<file path="src/design/tcap_pkg.sv">
// tachometer package: state encoding, register codes, widths and reset values
// shared by the divider and the top level; depends on nothing
`timescale 1ns / 1ps

package tcap_pkg;

    localparam int DIVIDEND_W = 28;
    localparam int DIVISOR_W  = 16;
    localparam int DIV_CNT_W  = $clog2(DIVIDEND_W);

    localparam logic       OP_CAPTURE = 1'b0;
    localparam logic       OP_TICK    = 1'b1;

    localparam logic       REG_RPM    = 1'b0;
    localparam logic       REG_STOP   = 1'b1;

    localparam logic [23:0] RPM_RESET  = 24'd300000;
    localparam logic [7:0]  STOP_RESET = 8'd20;
    localparam logic [7:0]  TICKS_MAX  = 8'hFF;
    localparam logic [27:0] SPEED_MAX  = 28'h0FFFFFFF;
    localparam logic [15:0] WRAP_ADD   = 16'hFFFF;

    typedef enum logic [1:0] {
        S_IDLE,
        S_DIV,
        S_PUT,
        S_TICK
    } t_state;

    typedef struct packed {
        logic busy;
        logic done;
    } t_div_stat;

endpackage

</file>
<file path="src/design/multi_channel_capture_tachometer.sv">
// capture item: the divider runs, the sequencer sees its done flag, then loads the result
//   register and returns to idle, where the next beat is taken; a held result stalls the load
// zero period skips the divider: the sequencer goes straight to loading the result register
// a tick loads one timed-out beat per timed-out channel, lowest first, and none when none times out
// synchronous active-low reset restores the register defaults and clears captures and counts
`timescale 1ns / 1ps

module multi_channel_capture_tachometer #(
    parameter int CHANNELS = 4
) (
    input  logic        i_clk,
    input  logic        i_rst_n,
    // capture and tick items
    input  logic        i_valid,
    output logic        o_ready,
    input  logic        i_opcode,
    input  logic [1:0]  i_channel,
    input  logic [15:0] i_capture_value,
    // speed results
    output logic        o_valid,
    input  logic        i_ready,
    output logic [1:0]  o_out_channel,
    output logic [27:0] o_speed,
    output logic        o_zero_period,
    output logic        o_timed_out,
    output logic        o_last,
    // register port
    input  logic        i_psel,
    input  logic        i_penable,
    input  logic        i_pwrite,
    input  logic [2:0]  i_paddr,
    input  logic [31:0] i_pwdata,
    output logic [31:0] o_prdata,
    output logic        o_pready
);
    import tcap_pkg::*;

    // the channel field reaches four channels at most
    localparam int         NCH    = (CHANNELS < 4) ? CHANNELS : 4;
    localparam int         CHW    = (NCH > 1) ? $clog2(NCH) : 1;
    localparam logic [2:0] NCH_L  = 3'(NCH);

    t_state              r_state, n_state;
    logic [23:0]         r_rpm;
    logic [7:0]          r_stop;
    logic [15:0]         r_prev [0:NCH-1];
    logic [7:0]          r_idle [0:NCH-1];
    logic [1:0]          r_ch;
    logic                r_zp;
    logic [NCH-1:0]      r_mask, n_mask;

    logic                r_out_valid;
    logic [1:0]          r_out_channel;
    logic [27:0]         r_speed;
    logic                r_zero_period;
    logic                r_timed_out;
    logic                r_last;

    logic                w_in_acc;
    logic                w_cap;
    logic                w_tick;
    logic                w_ch_ok;
    logic [CHW-1:0]      w_idx;
    logic [15:0]         w_old;
    logic [16:0]         w_per_wide;
    logic [15:0]         w_period;
    logic                w_div_start;
    logic [7:0]          w_inc [0:NCH-1];
    logic [NCH-1:0]      w_hit;
    logic [NCH-1:0]      w_low;
    logic [1:0]          w_sel;
    logic                w_out_free;
    logic                w_load;
    logic [1:0]          w_ld_ch;
    logic [27:0]         w_ld_speed;
    logic                w_ld_zp;
    logic                w_ld_to;
    logic                w_ld_last;
    logic                w_cfg_wr;

    t_div_stat           w_div_stat;
    logic [27:0]         w_quotient;

    // ---------------- register port ----------------
    assign w_cfg_wr = i_psel && i_penable && i_pwrite;
    assign o_pready = 1'b1;
    assign o_prdata = (i_paddr[2] == REG_STOP) ? {24'b0, r_stop} : {8'b0, r_rpm};

    always_ff @(posedge i_clk) begin
        if (!i_rst_n) begin
            r_rpm  <= RPM_RESET;
            r_stop <= STOP_RESET;
        end else if (w_cfg_wr) begin
            if (i_paddr[2] == REG_RPM) begin
                r_rpm <= i_pwdata[23:0];
            end else begin
                r_stop <= i_pwdata[7:0];
            end
        end
    end

    // ---------------- input decode ----------------
    assign o_ready  = (r_state == S_IDLE);
    assign w_in_acc = i_valid && o_ready;
    assign w_ch_ok  = ({1'b0, i_channel} < NCH_L);
    assign w_cap    = w_in_acc && (i_opcode == OP_CAPTURE) && w_ch_ok;
    assign w_tick   = w_in_acc && (i_opcode == OP_TICK);
    assign w_idx    = i_channel[CHW-1:0];
    assign w_old    = r_prev[w_idx];

    // wrap rule: new plus 0xFFFF minus old when the timer has not moved forward
    assign w_per_wide = (i_capture_value > w_old)
                      ? ({1'b0, i_capture_value} - {1'b0, w_old})
                      : ({1'b0, i_capture_value} + {1'b0, WRAP_ADD - w_old});
    assign w_period    = w_per_wide[15:0];
    assign w_div_start = w_cap && (w_period != '0);

    always_comb begin
        for (int c = 0; c < NCH; c++) begin
            w_inc[c] = (r_idle[c] == TICKS_MAX) ? TICKS_MAX : r_idle[c] + 8'd1;
            w_hit[c] = (w_inc[c] >= r_stop);
        end
    end

    always_ff @(posedge i_clk) begin
        if (!i_rst_n) begin
            for (int c = 0; c < NCH; c++) begin
                r_prev[c] <= '0;
                r_idle[c] <= '0;
            end
        end else if (w_cap) begin
            r_prev[w_idx] <= i_capture_value;
            r_idle[w_idx] <= '0;
        end else if (w_tick) begin
            for (int c = 0; c < NCH; c++) begin
                r_idle[c] <= w_hit[c] ? 8'd0 : w_inc[c];
            end
        end
    end

    always_ff @(posedge i_clk) begin
        if (w_cap) begin
            r_ch <= i_channel;
            r_zp <= (w_period == '0);
        end
    end

    // ---------------- shared divider ----------------
    tcap_div u_div (
        .i_clk      (i_clk),
        .i_rst_n    (i_rst_n),
        .i_start    (w_div_start),
        .i_dividend ({r_rpm, 4'b0000}),
        .i_divisor  (w_period),
        .o_stat     (w_div_stat),
        .o_quotient (w_quotient)
    );

    // ---------------- sequencer ----------------
    // lowest pending timed-out channel goes first
    assign w_low = r_mask & (~r_mask + 1'b1);

    always_comb begin
        w_sel = '0;
        for (int c = NCH - 1; c >= 0; c--) begin
            if (r_mask[c]) begin
                w_sel = 2'(c);
            end
        end
    end

    assign w_out_free = !r_out_valid || i_ready;

    always_comb begin
        n_state    = r_state;
        n_mask     = r_mask;
        w_load     = 1'b0;
        w_ld_ch    = r_ch;
        w_ld_speed = r_zp ? SPEED_MAX : w_quotient;
        w_ld_zp    = r_zp;
        w_ld_to    = 1'b0;
        w_ld_last  = 1'b1;
        case (r_state)
            S_IDLE: begin
                if (w_cap) begin
                    n_state = (w_period == '0) ? S_PUT : S_DIV;
                end else if (w_tick) begin
                    n_mask  = w_hit;
                    n_state = S_TICK;
                end
            end
            S_DIV: begin
                if (w_div_stat.done) begin
                    n_state = S_PUT;
                end
            end
            S_PUT: begin
                if (w_out_free) begin
                    w_load  = 1'b1;
                    n_state = S_IDLE;
                end
            end
            S_TICK: begin
                w_ld_ch    = w_sel;
                w_ld_speed = '0;
                w_ld_zp    = 1'b0;
                w_ld_to    = 1'b1;
                w_ld_last  = ((r_mask & ~w_low) == '0);
                if (r_mask == '0) begin
                    n_state = S_IDLE;
                end else if (w_out_free) begin
                    w_load = 1'b1;
                    n_mask = r_mask & ~w_low;
                    if (w_ld_last) begin
                        n_state = S_IDLE;
                    end
                end
            end
            default: begin
                n_state = S_IDLE;
            end
        endcase
    end

    always_ff @(posedge i_clk) begin
        if (!i_rst_n) begin
            r_state <= S_IDLE;
            r_mask  <= '0;
        end else begin
            r_state <= n_state;
            r_mask  <= n_mask;
        end
    end

    // ---------------- result register ----------------
    always_ff @(posedge i_clk) begin
        if (!i_rst_n) begin
            r_out_valid <= 1'b0;
        end else if (w_load) begin
            r_out_valid <= 1'b1;
        end else if (i_ready) begin
            r_out_valid <= 1'b0;
        end
    end

    always_ff @(posedge i_clk) begin
        if (w_load) begin
            r_out_channel <= w_ld_ch;
            r_speed       <= w_ld_speed;
            r_zero_period <= w_ld_zp;
            r_timed_out   <= w_ld_to;
            r_last        <= w_ld_last;
        end
    end

    assign o_valid       = r_out_valid;
    assign o_out_channel = r_out_channel;
    assign o_speed       = r_speed;
    assign o_zero_period = r_zero_period;
    assign o_timed_out   = r_timed_out;
    assign o_last        = r_last;

    // ---------------- checks ----------------
    a_flags_exclusive: assert property (@(posedge i_clk) disable iff (!i_rst_n)
        o_valid |-> !(o_zero_period && o_timed_out))
        else $error("zero period and timeout flagged on one beat");

    a_timeout_speed_zero: assert property (@(posedge i_clk) disable iff (!i_rst_n)
        (o_valid && o_timed_out) |-> (o_speed == '0))
        else $error("timed-out beat with nonzero speed");

    a_capture_is_last: assert property (@(posedge i_clk) disable iff (!i_rst_n)
        (o_valid && !o_timed_out) |-> o_last)
        else $error("capture beat not marked last");

    a_div_running: assert property (@(posedge i_clk) disable iff (!i_rst_n)
        (r_state == S_DIV) |-> (w_div_stat.busy || w_div_stat.done))
        else $error("waiting on an idle divider");

    a_no_load_over_result: assert property (@(posedge i_clk) disable iff (!i_rst_n)
        (o_valid && !i_ready) |=> !$past(w_load))
        else $error("result register overwritten before the beat was taken");

endmodule

</file>
<file path="src/design/tcap_div.sv">
// restoring divider, one quotient bit per cycle
// depends on tcap_pkg for the operand widths and the status struct
`timescale 1ns / 1ps

module tcap_div (
    input  logic                                i_clk,
    input  logic                                i_rst_n,
    input  logic                                i_start,
    input  logic [tcap_pkg::DIVIDEND_W-1:0]     i_dividend,
    input  logic [tcap_pkg::DIVISOR_W-1:0]      i_divisor,
    output tcap_pkg::t_div_stat                 o_stat,
    output logic [tcap_pkg::DIVIDEND_W-1:0]     o_quotient
);
    import tcap_pkg::*;

    logic                  r_busy;
    logic                  r_done;
    logic [DIV_CNT_W-1:0]  r_cnt;
    logic [DIVISOR_W-1:0]  r_rem;
    logic [DIVISOR_W-1:0]  r_dsr;
    logic [DIVIDEND_W-1:0] r_quo;

    logic [DIVISOR_W:0]    w_trial;
    logic [DIVISOR_W+1:0]  w_diff;
    logic                  w_fits;

    // shift the next dividend bit into the partial remainder and try the subtract
    assign w_trial = {r_rem, r_quo[DIVIDEND_W-1]};
    assign w_diff  = {1'b0, w_trial} - {2'b00, r_dsr};
    assign w_fits  = !w_diff[DIVISOR_W+1];

    always_ff @(posedge i_clk) begin
        if (!i_rst_n) begin
            r_busy <= 1'b0;
            r_done <= 1'b0;
            r_cnt  <= '0;
        end else begin
            r_done <= 1'b0;
            if (i_start) begin
                r_busy <= 1'b1;
                r_cnt  <= DIV_CNT_W'(DIVIDEND_W - 1);
            end else if (r_busy) begin
                r_cnt <= r_cnt - 1'b1;
                if (r_cnt == '0) begin
                    r_busy <= 1'b0;
                    r_done <= 1'b1;
                end
            end
        end
    end

    always_ff @(posedge i_clk) begin
        if (i_start) begin
            r_rem <= '0;
            r_dsr <= i_divisor;
            r_quo <= i_dividend;
        end else if (r_busy) begin
            // remainder stays below the divisor, so it fits the divisor width
            r_rem <= w_fits ? w_diff[DIVISOR_W-1:0] : w_trial[DIVISOR_W-1:0];
            r_quo <= {r_quo[DIVIDEND_W-2:0], w_fits};
        end
    end

    assign o_stat.busy = r_busy;
    assign o_stat.done = r_done;
    assign o_quotient  = r_quo;

endmodule
</file>
<file path="config.mk">
export PLATFORM = sky130hd
export DESIGN_NAME = multi_channel_capture_tachometer
export DESIGN_NICKNAME = d
export VERILOG_FILES = /design/src/design/tcap_pkg.sv /design/src/design/multi_channel_capture_tachometer.sv /design/src/design/tcap_div.sv
export SDC_FILE = /design/constraint.sdc
export NUM_CORES = 1
export LEC_CHECK = 0
export CAP_MARGIN = 20
export CORE_ASPECT_RATIO = 1.75
export CORE_MARGIN = 2
export CORE_UTILIZATION = 35
export CTS_CLUSTER_DIAMETER = 40
export DETAILED_ROUTE_END_ITERATION = 16
export DONT_BUFFER_PORTS = 1
export HOLD_SLACK_MARGIN = 0.1
export PLACE_DENSITY = 0.45
export SLEW_MARGIN = 20
export SYNTH_ARGS = -nofsm -noshare
export SYNTH_HDL_FRONTEND = slang
export SYNTH_SLANG_ARGS = --single-unit
</file>
<file path="constraint.sdc">
create_clock -name i_clk -period 15.1 [get_ports i_clk]
set_input_delay 0.755 -clock i_clk [delete_from_list [all_inputs] [get_ports i_clk]]
set_output_delay 0.755 -clock i_clk [all_outputs]
set_load 0.1 [all_outputs]
</file>
==> flow_summary.toml <==
[run_status]
outcome = "completed"

[detailed_routing]
ant_nets = 0
wl_microns = 34600
vias = 10100
first_pass_iters = 6
drc = 0
wire_per_inst_microns = 18.0
routed_via_density = 5.24
drt_iter0_markers = 330

[clock_network]
cts_resized = 0
post-cts-setup-buffers = 0
cts_tree = "yes"
htreeDepth = 1
worstSkewPairLatency_ns = 0.57
cts_buffers = 31
cts_buffer_depth = 3
cts_root_buffer = "clkbuf_16"
postCtsHoldBufs = 0
clock_sinks = 238
path_clk_slew_ns = 0.06

[power]
ir_drop_uv = 99.2
power_per_cell_area_nw_per_um2 = 159
power_uw = 2370
p_leak_uw = 0.00605

[layout]
n_antenna_cell = 0
nNetsFinal = 1556
multiInputGateArea_sq_um = 6490
drive_above_1_share = 0.0931
fillers = 3765
area_delta_synth_final_pct = 12.1
final_common_cell = "nor2_1"
final_cell_count_no_fill = 1920
regArea_sq_um = 6170
final_cell_mix = "169 x nor2_1, 167 x nand2_1, 140 x edfxtp_1"

[grt]
grt_antenna_before_repair = 0
grt_max_degree = 46
gr-total-overflow = 0
grt_pass1_wl_microns = 54600
grt_pass1_vias = 10100
grt_usage = 0.175

[die]
initial_core_util = 0.354
dieWidth_microns = 151
pin_count = 129
rows = 94
core_area_sq_um = 37500
die_area_sq_um = 39600
die_height_microns = 262

[yosys]
postSynthCellCount = 1434
ys_warn_count = 0
synth-edff-count = 140
synthArstFlopShare = 0
synth_area_sq_um = 13300
synth-seq-cells = 238
yosysSeqAreaShare = 0.464
synth_flop_cell = "edfxtp_1"
syn_area_per_cell_sq_um = 9.27
synth_cell_types = 75

[critical_path]
r2r-start = "r_prev[3][0]"
critPathLaunch = "r_prev[3][0]"
r2r_slack_ns = 9.48
reg2regPathDepth = 13
r2r_end = "u_div.r_dsr[5]"
worstSetupPathType = "reg2reg"
critical_path_arrival_ns = 5.85
cp-start-kind = "register"
cp-end-kind = "register"
crit_required_ns = 15.33
cp_max_fo = 45

[min_path]
holdPathEnd = "r_ch[1]"
hp-class = "in2reg"
min_from = "i_channel[1]"
whs_path_depth = 0

[placement]
port_buffers = 0
dp_cells = 1861
preCtsSetupSlack_ns = 9.06
place_hpwl_microns = 25000
gp_congestion = 0.863

[sta]
slew_headroom = 0.213
slew_violations = 0
worst_slew_pin_slew_ns = 1.18
fin_ws_ns = 9.48
layout_min_cycle_time_ns = 5.62
hold_ws_ns = 0.292
finClkSkew_ns = 0.0185
fmax_mhz = 178
setup_viol = 0
period_share = 0.372
hold_violations = 0
grt_setup_unrepaired = "false"
setup-tns-final_ns = 0

[run]
maxCapViolations = 0
==> synthesized netlist by cell type, types with 5 or more instances <==
cell type	count	area, sq um
mux4_2	16	360
a22o_1	15	131
o21ai_0	42	210
and2_1	15	93.8
xor2_1	7	61.3
and3_1	23	144
inv_1	107	402
a211oi_1	16	120
xnor2_1	23	201
o211ai_1	15	113
nor2_1	187	702
a22oi_1	16	120
nand3_1	51	255
o21a_1	7	52.6
buf_2	9	45.0
o21ai_1	40	200
a21o_1	36	270
nand2b_1	15	93.8
edfxtp_1	140	4200
or2_2	5	31.3
or3_1	10	62.6
nor3_1	23	115
buf_4	12	90.1
a31oi_1	14	87.6
dfxtp_1	98	1960
nand2_1	167	627
nor2b_1	13	81.3
buf_1	10	37.5
clkbuf_1	41	154
ha_1	76	951
a21oi_1	89	445
mux2i_1	13	130
nand4_1	6	37.5
==> report_power, final <==
group | internal, uW | switching (uW) | leakage, uW
registers | 805 | 188 | 0.00217
clock network | 460 | 310 | 0.000533
logic | 223 | 384 | 0.00335
==> layer usage <==
metal | vias up | wire (microns) | share of wire | global-route usage
met5 | - | 0 | 0 | 0
met4 | 0 | 1020 | 0.030 | 0.0613
met3 | 59 | 1430 | 0.041 | 0.0285
met2 | 184 | 18300 | 0.53 | 0.332
met1 | 4761 | 13800 | 0.40 | 0.195
li1 | 5053 | - | - | -
==> critical path, stage by stage, from the launching register on <==
cell	delay, ns
edfxtp_1	0.36
mux4_2	0.50
ha_1	0.24
fa_1	0.53
nand3b_1	0.26
a21boi_1	0.28
o21ai_1	0.25
a31oi_1	0.33
a31oi_1	0.20
or4_1	0.47
a221oi_2	0.43
a41o_2	0.57
buf_4	0.48
inv_2	0.35
==> through the flow <==
| stage | instance area (sq um) | util |
|---|---|---|
| final | 14900 | 0.398 |
| after global routing | 14900 | 0.398 |
| after CTS | 14900 | 0.396 |
| after detailed placement | 13800 | 0.367 |
| after global placement | 13800 | 0.367 |
| after floorplan | 13300 | - |
==> registers in the layout, indices dropped and copies added, names as in the netlist, 2 cells and up <==
register / cells
r_prev: 64
r_idle: 32
o_speed: 28
u_div.o_quotient: 28
r_rpm: 24
u_div.r_dsr: 16
u_div.r_rem: 16
r_stop: 8
u_div.r_cnt: 5
r_mask: 4
o_out_channel: 2
r_ch: 2
r_state: 2
==> cells by family (layout without fill, tap and decap cells) <==
kind of cell               count (synthesis)  after routing  synth area share
other                                      2              9          0.000565
DFF                                      238            238             0.464
xor gates and xnor gates                  30             30            0.0198
buffers and inverters                    183            182            0.0570
and+or+nand+nor                          538            538             0.183
AOI/OAI and AO/OA                        330            330             0.159
muxes                                     33             33            0.0403
adders and majority gates                 80             80            0.0768
==> cell type report <==
| type | count | share of cell area |
|---|---|---|
| clock buffer | 33 | 0.0532 |
| clock inverter | 24 | 0.0195 |
| inverter | 109 | 0.0274 |
| multi-input combinational | 1020 | 0.435 |
| sequential | 238 | 0.413 |
| tap | 480 | 0.0403 |
| timing repair buffer | 16 | 0.0112 |
==> worst max-delay path by stage <==
stage,to,cells after the start,slack (ns)
CTS,u_div.r_dsr[5],13,9.45
global route,u_div.r_done,14,9.12
detailed placement,u_div.r_dsr[15],13,9.06
finish,u_div.r_dsr[5],13,9.48
global placement,u_div.r_dsr[15],13,9.05
floorplan,u_div.o_quotient[10],16,9.37
Power figures use the tool's default switching activity.
